File: src/rtl/tdh_pkg.sv
// ----------------------------------------------------------------------------
// tdh_pkg
// Widths, constants and the month table of the timestamp difference block.
// ----------------------------------------------------------------------------
package tdh_pkg;

  localparam int YEAR_W  = 14;
  localparam int MONTH_W = 4;
  localparam int DAY_W   = 5;
  localparam int HOUR_W  = 5;
  localparam int MIN_W   = 6;
  localparam int SEC_W   = 6;
  localparam int TS_W    = YEAR_W + MONTH_W + DAY_W + HOUR_W + MIN_W + SEC_W;
  localparam int IN_W    = 2 * TS_W;
  localparam int HOURS_W = 27;
  localparam int OUT_W   = 40;

  localparam int DAYS_W  = 23;
  localparam int TOTH_W  = 28;
  localparam int SOH_W   = 12;

  localparam int SECS_PER_HOUR = 3600;
  localparam int RECIP25    = 5243;
  localparam int RECIP25_SH = 17;
  localparam int RECIP15    = 4370;
  localparam int RECIP15_SH = 16;

  localparam int HOURS_LSB = 0;
  localparam int MINS_LSB  = HOURS_W;
  localparam int SECS_LSB  = HOURS_W + MIN_W;

  // days in the full months before the given month, common year
  function automatic logic [8:0] days_before(input logic [MONTH_W-1:0] month);
    logic [8:0] d;
    unique case (month)
      4'd0, 4'd1: d = 9'd0;
      4'd2:       d = 9'd31;
      4'd3:       d = 9'd59;
      4'd4:       d = 9'd90;
      4'd5:       d = 9'd120;
      4'd6:       d = 9'd151;
      4'd7:       d = 9'd181;
      4'd8:       d = 9'd212;
      4'd9:       d = 9'd243;
      4'd10:      d = 9'd273;
      4'd11:      d = 9'd304;
      default:    d = 9'd334;
    endcase
    if (month > 4'd12) begin
      d = 9'd365;
    end
    return d;
  endfunction

endpackage

File: src/rtl/timestamp_difference_hms.sv
// Throughput: one item per cycle while the output is not stalled, set by six register
// stages with a ready chain that lets stalled stages fill bubbles.
// Reset (rst, synchronous, active high) clears every stage valid; payload is not reset.
// ----------------------------------------------------------------------------
// timestamp_difference_hms
// Absolute difference of two calendar date-times, split into h, min and s.
// ----------------------------------------------------------------------------
module timestamp_difference_hms (
  input  logic                      clk,
  input  logic                      rst,
  input  logic                      s_tvalid,
  output logic                      s_tready,
  // first_year, first_month, first_day, first_hour, first_minute, first_second,
  // second_year, second_month, second_day, second_hour, second_minute, second_sec
  input  logic [tdh_pkg::IN_W-1:0]  s_tdata,
  output logic                      m_tvalid,
  input  logic                      m_tready,
  // diff_hours, diff_minutes, diff_seconds, zero pad
  output logic [tdh_pkg::OUT_W-1:0] m_tdata
);
  import tdh_pkg::*;

  localparam int NSTG = 6;

  typedef struct packed {
    logic [DAYS_W-1:0] y365;
    logic [11:0]       n4;
    logic [7:0]        q100;
    logic [5:0]        q400;
    logic              ynz;
    logic [11:0]       y4;
    logic [1:0]        ylo2;
    logic [7:0]        yq4;
    logic [5:0]        yq16;
    logic [8:0]        dbm;
    logic              late;
    logic [DAY_W-1:0]  dadd;
    logic [HOUR_W-1:0] hour;
    logic [SOH_W-1:0]  ms;
  } st1_t;

  typedef struct packed {
    logic [DAYS_W-1:0] days;
    logic [5:0]        hr;
    logic [SOH_W-1:0]  soh;
  } st2_t;

  typedef struct packed {
    logic [TOTH_W-1:0] toth;
    logic [SOH_W-1:0]  soh;
  } st3_t;

  logic [NSTG-1:0] vld;
  logic [NSTG:0]   rdy;

  st1_t st1 [2];
  st2_t st2 [2];
  st3_t st3 [2];
  st1_t st1_next [2];
  st2_t st2_next [2];
  st3_t st3_next [2];

  logic [TOTH_W-1:0] dh4, dh5, dh6;
  logic [SOH_W-1:0]  ds4, ds5, ds6;
  logic [5:0]        q5, q6;
  logic [TOTH_W-1:0] dh_next;
  logic [SOH_W-1:0]  ds_next;
  logic [5:0]        q_next;

  // ready chain
  always_comb begin
    rdy[NSTG] = m_tready;
    for (int k = NSTG - 1; k >= 0; k--) begin
      rdy[k] = !vld[k] || rdy[k+1];
    end
  end

  assign s_tready = rdy[0];
  assign m_tvalid = vld[NSTG-1];

  always_ff @(posedge clk) begin
    if (rst) begin
      vld <= '0;
    end else begin
      if (rdy[0]) begin
        vld[0] <= s_tvalid;
      end
      for (int k = 1; k < NSTG; k++) begin
        if (rdy[k]) begin
          vld[k] <= vld[k-1];
        end
      end
    end
  end

  // stage 1: products and field decode
  always_comb begin
    logic [TS_W-1:0]    ts;
    logic [YEAR_W-1:0]  year;
    logic [YEAR_W-1:0]  n;
    logic [MONTH_W-1:0] month;
    logic [DAY_W-1:0]   day;
    logic [MIN_W-1:0]   minute;
    logic [SEC_W-1:0]   sec;
    logic [24:0]        p100;
    logic [22:0]        p400;
    logic [24:0]        py4;
    logic [22:0]        py16;
    for (int t = 0; t < 2; t++) begin
      ts     = s_tdata[t*TS_W +: TS_W];
      year   = ts[YEAR_W-1:0];
      month  = ts[YEAR_W +: MONTH_W];
      day    = ts[YEAR_W+MONTH_W +: DAY_W];
      minute = ts[YEAR_W+MONTH_W+DAY_W+HOUR_W +: MIN_W];
      sec    = ts[YEAR_W+MONTH_W+DAY_W+HOUR_W+MIN_W +: SEC_W];
      n      = year - YEAR_W'(1);
      p100   = 25'(n[13:2]) * 25'(RECIP25);
      p400   = 23'(n[13:4]) * 23'(RECIP25);
      py4    = 25'(year[13:2]) * 25'(RECIP25);
      py16   = 23'(year[13:4]) * 23'(RECIP25);
      st1_next[t].y365 = DAYS_W'(year) * DAYS_W'(365);
      st1_next[t].n4   = n[13:2];
      st1_next[t].q100 = p100[RECIP25_SH +: 8];
      st1_next[t].q400 = p400[RECIP25_SH +: 6];
      st1_next[t].ynz  = (year != '0);
      st1_next[t].y4   = year[13:2];
      st1_next[t].ylo2 = year[1:0];
      st1_next[t].yq4  = py4[RECIP25_SH +: 8];
      st1_next[t].yq16 = py16[RECIP25_SH +: 6];
      st1_next[t].dbm  = days_before(month);
      st1_next[t].late = (month > MONTH_W'(2));
      st1_next[t].dadd = (day != '0) ? day - DAY_W'(1) : '0;
      st1_next[t].hour = ts[YEAR_W+MONTH_W+DAY_W +: HOUR_W];
      st1_next[t].ms   = SOH_W'(minute) * SOH_W'(60) + SOH_W'(sec);
    end
  end

  // stage 2: day count, leap test, seconds-in-hour normalise
  always_comb begin
    logic [11:0] lcnt;
    logic        y100;
    logic        y400;
    logic        leap;
    logic        hc;
    for (int t = 0; t < 2; t++) begin
      lcnt = st1[t].ynz ? st1[t].n4 - 12'(st1[t].q100) + 12'(st1[t].q400) : '0;
      y100 = (12'(st1[t].yq4) * 12'd25 == st1[t].y4);
      y400 = (10'(st1[t].yq16) * 10'd25 == st1[t].y4[11:2]) &&
             (st1[t].y4[1:0] == 2'd0) && (st1[t].ylo2 == 2'd0);
      leap = ((st1[t].ylo2 == 2'd0) && !y100) || y400;
      hc   = (st1[t].ms >= SOH_W'(SECS_PER_HOUR));
      st2_next[t].days = st1[t].y365 + DAYS_W'(lcnt) + DAYS_W'(st1[t].dbm) +
                         DAYS_W'(st1[t].late && leap) + DAYS_W'(st1[t].dadd);
      st2_next[t].hr   = 6'(st1[t].hour) + 6'(hc);
      st2_next[t].soh  = hc ? st1[t].ms - SOH_W'(SECS_PER_HOUR) : st1[t].ms;
    end
  end

  // stage 3: total hours
  always_comb begin
    for (int t = 0; t < 2; t++) begin
      st3_next[t].toth = (TOTH_W'(st2[t].days) << 4) + (TOTH_W'(st2[t].days) << 3) +
                         TOTH_W'(st2[t].hr);
      st3_next[t].soh  = st2[t].soh;
    end
  end

  // stage 4: ordered subtract with borrow between hours and seconds
  always_comb begin
    logic              a_gt;
    logic              borrow;
    logic [TOTH_W-1:0] hl, hs;
    logic [SOH_W-1:0]  sl, ss;
    a_gt = (st3[0].toth > st3[1].toth) ||
           ((st3[0].toth == st3[1].toth) && (st3[0].soh > st3[1].soh));
    hl = a_gt ? st3[0].toth : st3[1].toth;
    hs = a_gt ? st3[1].toth : st3[0].toth;
    sl = a_gt ? st3[0].soh  : st3[1].soh;
    ss = a_gt ? st3[1].soh  : st3[0].soh;
    borrow  = (sl < ss);
    ds_next = borrow ? sl - ss + SOH_W'(SECS_PER_HOUR) : sl - ss;
    dh_next = hl - hs - TOTH_W'(borrow);
  end

  // stage 5: minutes by reciprocal of 60
  always_comb begin
    logic [22:0] pq;
    pq     = 23'(ds4[11:2]) * 23'(RECIP15);
    q_next = pq[RECIP15_SH +: 6];
  end

  always_ff @(posedge clk) begin
    if (rdy[0] && s_tvalid) begin
      st1 <= st1_next;
    end
    if (rdy[1] && vld[0]) begin
      st2 <= st2_next;
    end
    if (rdy[2] && vld[1]) begin
      st3 <= st3_next;
    end
    if (rdy[3] && vld[2]) begin
      dh4 <= dh_next;
      ds4 <= ds_next;
    end
    if (rdy[4] && vld[3]) begin
      dh5 <= dh4;
      ds5 <= ds4;
      q5  <= q_next;
    end
    if (rdy[5] && vld[4]) begin
      dh6 <= dh5;
      ds6 <= ds5 - (SOH_W'(q5) << 6) + (SOH_W'(q5) << 2);
      q6  <= q5;
    end
  end

  assign m_tdata = {1'b0, ds6[SEC_W-1:0], q6, dh6[HOURS_W-1:0]};

endmodule

File: config.mk
export PLATFORM = sky130hd
export DESIGN_NAME = timestamp_difference_hms
export DESIGN_NICKNAME = d
export VERILOG_FILES = /design/src/rtl/tdh_pkg.sv /design/src/rtl/timestamp_difference_hms.sv
export SDC_FILE = /design/constraint.sdc
export NUM_CORES = 2
export LEC_CHECK = 0
export BUFFER_PORTS_ARGS = -buffer_cell sky130_fd_sc_hd__buf_2
export CORE_AREA = 2 2 353 250
export CTS_CLUSTER_DIAMETER = 30
export CTS_CLUSTER_SIZE = 12
export DETAILED_ROUTE_END_ITERATION = 8
export DIE_AREA = 0 0 355 252
export HOLD_SLACK_MARGIN = 0.05
export PLACE_DENSITY_LB_ADDON = 0.08
export RECOVER_POWER = 25
export SLEW_MARGIN = 20
export SYNTH_ARGS = -nofsm -noshare
export SYNTH_HDL_FRONTEND = slang
export SYNTH_SLANG_ARGS = --single-unit
File: constraint.sdc
create_clock -name clk -period 44.4 [get_ports clk]
set_input_delay 8.88 -clock clk [delete_from_list [all_inputs] [get_ports clk]]
set_output_delay 8.88 -clock clk [all_outputs]
set_load 0.05 [all_outputs]
## Yosys cells after proc, flatten, opt, wreduce, memory -nomap -nowiden

Memories as Yosys holds them, arrays and structs flattened. A register that Yosys moved wholly into a read port is not among the register bits.
Index checks and enable logic that the tools add are counted.

| operators by class | value |
|---|---|
| add/subtract/negate cells | 32 |
| $mul | 17 |
| order comparisons | 9 |
| equality and inequality tests | 5 |
| multiplexer cells | 9 |
| reductions and logical operators | 40 |

Operators by type and width:

| cell | count |
|---|---|
| $mul 12x13->25 const B | 4 |
| $mul 10x13->23 const B | 4 |
| $mux 12 | 7 |
| $add 27x26->28 | 2 |
| $add 28x6->28 | 2 |
| $mux 27 | 2 |
| $add 12x6->12 | 4 |
| $add 23x1->23 | 2 |
| $add 23x12->23 | 2 |
| $add 23x5->23 | 2 |
| $add 23x9->23 | 2 |
| $mul 14x9->23 const B | 2 |
| $eq 28x28->1 | 1 |
| $gt 28x28->1 | 1 |
| $reduce_bool 14->1 | 2 |
| $sub 14x1->14 const B | 2 |
| $sub 27x1->27 | 1 |
| $sub 27x27->27 | 1 |
| $eq 12x12->1 | 2 |
| $ge 12x12->1 const B | 2 |
| $mul 8x5->12 const B | 2 |
| $sub 12x12->12 const B | 2 |
| $sub 12x8->12 | 2 |
| $mul 10x12->21 const B | 1 |
| other kinds (18) | 58 |

| storage, ports and cells | value |
|---|---|
| bits in registers | 487 |
| memory bits (read-only) | 288 |
| input bits | 84 |
| logic and storage cells | 164 |
| memories kept | 2 |

Memories:

| memory | words | width | read ports | clocked after Yosys merged registers in | wr ports | line | source |
|---|---|---|---|---|---|---|---|
| (name not given) | 16 | 9 | 1 | 1 | 0 | tdh_pkg.sv:35 | `unique case (month)` |
| (name not given) | 16 | 9 | 1 | 1 | 0 | tdh_pkg.sv:35 |  |

## Logic depth before layout (Yosys ltp)

| depth | value |
|---|---|
| depth in word-level cells | 8 |
| gate-level depth with buffers | 36 |

## Worst setup path before layout

Ideal clock, no wire load.

| timing | value |
|---|---|
| path kind | input-to-reg |
| from | input m_tready |
| to | register st1[0] in the netlist's numbering (enable) |
| library setup time | 922 ps |
| data arrival time | 20165 ps |
| required time | 43478 ps |
| setup slack | 23313 ps |
| stages on the path | 5 |
| path through | nor2b_1 and2_1 and3_1 clkbuf_1 a31oi_1 |

| between the ends | value |
|---|---|
| cells in the longest elaborated chain, start to end | 7 |

RTL lines:

| element | line | source |
|---|---|---|
| start, declared | timestamp_difference_hms.sv:17 | `input logic m_tready,` |
| $logic_or 1x1->1 (6 in series) | timestamp_difference_hms.sv:74 | `rdy[k] = !vld[k] \|\| rdy[k+1];` |
| $logic_and 1x1->1 | timestamp_difference_hms.sv:193 | `if (rdy[0] && s_tvalid) begin` |
| end signal, assigned | timestamp_difference_hms.sv:194 | `st1 <= st1_next;` |
| end, declared | timestamp_difference_hms.sv:56 | `st1_t st1 [2];` |

Every way passes these cells.
A chain may end at the register's enable or synchronous reset.

## Final worst setup path

| timing | value |
|---|---|
| from | input m_tready |
| to | output s_tready |

| between the ends | value |
|---|---|
| cells in the longest elaborated chain, start to end | 6 |

RTL lines:

| element | line | source |
|---|---|---|
| $logic_or 1x1->1 (6 in series) | timestamp_difference_hms.sv:74 |  |
| end, declared | timestamp_difference_hms.sv:12 | `output logic s_tready,` |

Every way passes these cells.

==> flow_metrics.py <==
metrics = {
    "logic_synthesis": {
        "synth-main-ff-cell": "edfxtp_1",
        "syn_avg_cell_area_um2": 11.17,
        "synth_fp_nets": 5771,
        "ys_seq_elements": 501,
        "synth.distinct_cells": 91,
        "synth_edf_count": 495,
        "netlist_area_um2": 48680,
        "synth_async_sr_flop_share_pct": 0,
        "synth-warning-count": 0,
        "netlist_instances": 4358,
        "portion_of_the_post_synthesis_area_used_by_sequential_elements_pct": 30.78,
    },
    "clocking": {
        "cts_resized": 0,
        "clk_path_buf_depth": 3,
        "cts_tree": "built",
        "cts.sink_count": 501,
        "worst_skew_pair.late_latency_ns": 0.65,
        "clock_transition_at_the_register_clock_pins_on_the_worst_setup_and_hold_paths_after_cts_ns": 0.05,
        "hold_buffers": 0,
        "numCtsBuffers": 94,
        "root_buffer": "clkbuf_16",
        "cts_setup_buffers": 0,
        "clock_tree.htree_level_count": 3,
    },
    "floorplan": {
        "chipWidth_um": 355,
        "floorplan.die.height_um": 252,
        "floorplan.initialDensity_pct": 56.73,
        "pin_count": 126,
        "dieArea_um2": 89460,
        "core_area_um2": 85810,
        "rows": 90,
    },
    "global_routing": {
        "grt_antenna_before_repair": 0,
        "grt_pass1_vias": 30125,
        "grt_max_degree": 147,
        "total_grt_usage_pct": 22.21,
        "first_pass_grt_wire_length_um": 158900,
        "grt-ovfl-total": 0,
    },
    "layout": {
        "final_net_count": 5970,
        "n_antenna_cell": 0,
        "areaGrowthSynthToFinish_pct": 10.62,
        "layout_common_cells": "929 x ha_1, 869 x inv_1, 495 x edfxtp_1, 400 x fa_1, 272 x xnor2_1",
        "multi_input_comb_area_um2": 30320,
        "fin_util_pct": 62.75,
        "register_area_um2": 14980,
        "post_route_cells_drive_above_1_share_pct": 7.138,
        "num-fill-cells": 6891,
        "mostFrequentLayoutCell": "ha_1",
    },
    "place": {
        "place_hpwl_um": 77640,
        "place.gp.congestion": 0.8631,
        "portBuffers": 124,
    },
    "detailed_routing": {
        "drtAntennaViolNets": 0,
        "wl_met1_um": 51840,
        "drt-pass1-iter-count": 5,
        "top_layer": "met4",
        "drtIter0Drc": 1674,
        "met3WireLength_um": 5286,
        "met2WireLength_um": 35880,
        "via_count": 30063,
        "route.detailed.vias_per_inst": 5.195,
        "drc": 0,
        "route.detailed.wl_per_inst_um": 16.29,
        "final_wirelength_um": 94280,
    },
    "sta": {
        "timing.final.crit_period_ns": 19.31,
        "max-slew-margin-rel_pct": -62.44,
        "final_setup_tns_ns": 0,
        "clock-skew-final_ns": 0.04165,
        "worst_slew_pin_slew_ns": 2.437,
        "max_freq_mhz": 51.78,
        "hold_viol": 0,
        "period_share_pct": 43.49,
        "setup-violations-final": 0,
        "rsz0062_at_grt": "no",
        "final_max_slew_viol_count": 60,
    },
    "worst_setup_path": {
        "cp_slowest_cell": "and3_1",
        "path_class": "in -> out",
        "critPathLaunchType": "input pin",
        "critical_path.max_fanout": 6,
        "critPathArrivalTime_ns": 10.43,
        "critical_path.endpoint_type": "primary output",
        "timing.critical_path.mode_cell": "buf_2",
        "slowest_delay_ns": 0.45,
        "path_cells": "buf_2, nor2b_1, and2_1, and3_1, nand3_1, buf_2",
        "timing.critical_path.required_ns": 35.52,
    },
    "pwr": {
        "power.leakage_uw": 0.02581,
        "power_per_cell_area_nw_per_um2": 73.96,
        "ir_drop_mv": 0.05710,
        "total_power_uw": 3982,
    },
    "outcome": {
        "run_status": "complete, but fails checks",
        "failed_checks": "capacitance limit, slew limit",
    },
    "worst_hold_path": {
        "hold_path.class": "reg -> reg",
    },
    "run": {
        "timing.max_cap.violations": 1,
    },
}
## through the flow
stage          setup WS, ns  cell area (um2)  hold slack (ns)  instances
2_1_floorplan         23.31            48680           0.4003       4358
3_3_place_gp          25.13            50760           0.4014       5611
3_5_place_dp          25.08            50760           0.4045       5611
4_1_cts               25.07            53890           0.4122       5787
5_1_grt               24.97            53850           0.4197       5787
6_report              25.09            53850           0.4102       5787
## where the power goes
| part | total [uW] | switching (uW) | internal (uW) |
|---|---|---|---|
| Sequential | 799 | 63.9 | 735 |
| Clock | 683 | 254 | 429 |
| Combinational | 2500 | 1350 | 1150 |
## cells by family (layout without fill, tap and decap cells)
kind of cell	count (synthesis)	count (layout)	synth area share (%)
other	1	1	0.007704
adder cells (fa/ha/maj)	1329	1329	40.33
flip-flops	501	501	30.78
AO/OA/AOI/OAI	672	672	9.030
multiplexers	23	23	0.5423
AND/OR/NAND/NOR	578	578	5.976
buffers and inverters	901	1180	6.981
XOR/XNOR	353	353	6.351
## per-layer routing
layer	up-vias	global-route usage [%]
li1	15301	-
met1	14094	36.90
met2	580	29.79
met3	88	3.819
met4	0	4.334
met5	-	0
## worst max-delay path: cells and delay by family
kind          cells  cell delay, ns
simple gates      4            1.22
buf+inv           2            0.34
## final timing paths
path	cells past startpoint	to	slack, ns	from
setup / recovery	6	s_tready	25.09	m_tready
hold / removal	0	dh6[25]	0.41	dh5[25]
hold reg to reg	0	dh6[25]	0.41	dh5[25]
setup reg to reg	31	dh4[24]	33.98	st3[77]
## cell usage after synthesis, drive strengths merged, types with 5 or more instances
| cell | n | area (um2) |
|---|---|---|
| dfxtp | 6 | 120.1 |
| or3 | 9 | 61.31 |
| mux2i | 15 | 162.7 |
| o31ai | 6 | 45.04 |
| o2111ai | 6 | 52.55 |
| nand2b | 28 | 175.2 |
| inv | 869 | 3262 |
| nor2b | 25 | 156.4 |
| a31oi | 42 | 269.0 |
| o21bai | 70 | 525.5 |
| a21oi | 199 | 1011 |
| a211oi | 6 | 50.05 |
| buf | 9 | 50.05 |
| xor2 | 81 | 709.4 |
| nand2 | 112 | 420.4 |
| and2 | 34 | 212.7 |
| nor2 | 154 | 578.1 |
| and3 | 20 | 125.1 |
| mux2 | 7 | 78.83 |
| o41ai | 8 | 77.58 |
| a21o | 109 | 818.3 |
| nor4 | 11 | 68.82 |
| o21ai | 110 | 550.5 |
| a221oi | 7 | 73.82 |
| or2 | 8 | 50.05 |
| a21boi | 28 | 214.0 |
| nand4 | 36 | 231.5 |
| nor3 | 69 | 350.3 |
| o211ai | 13 | 97.59 |
| fa | 400 | 8008 |
| o21a | 23 | 172.7 |
| xnor2 | 272 | 2382 |
| clkbuf | 23 | 86.33 |
| ha | 929 | 11620 |
| a211o | 5 | 43.79 |
| edfxtp | 495 | 14860 |
| nand3 | 46 | 230.2 |
## layout make-up
cell class,count,area share [%]
well taps,1150,2.672
clock inverters,72,1.331
flip-flops and latches,501,27.83
repair buffers,135,1.315
multi-input cells,2956,56.32
clock buffers,104,4.478
inverters,869,6.058
## flip-flops by register name (all words and copies together) (netlist names)
name and cells:
st1 216, st2 82, dh6 27, dh5 27, ds4 12, st3 80, ds6 6, ds5 6
q5 6, vld 6, q6 6, dh4 27
Note: power is estimated with default switching activity, not from simulation.
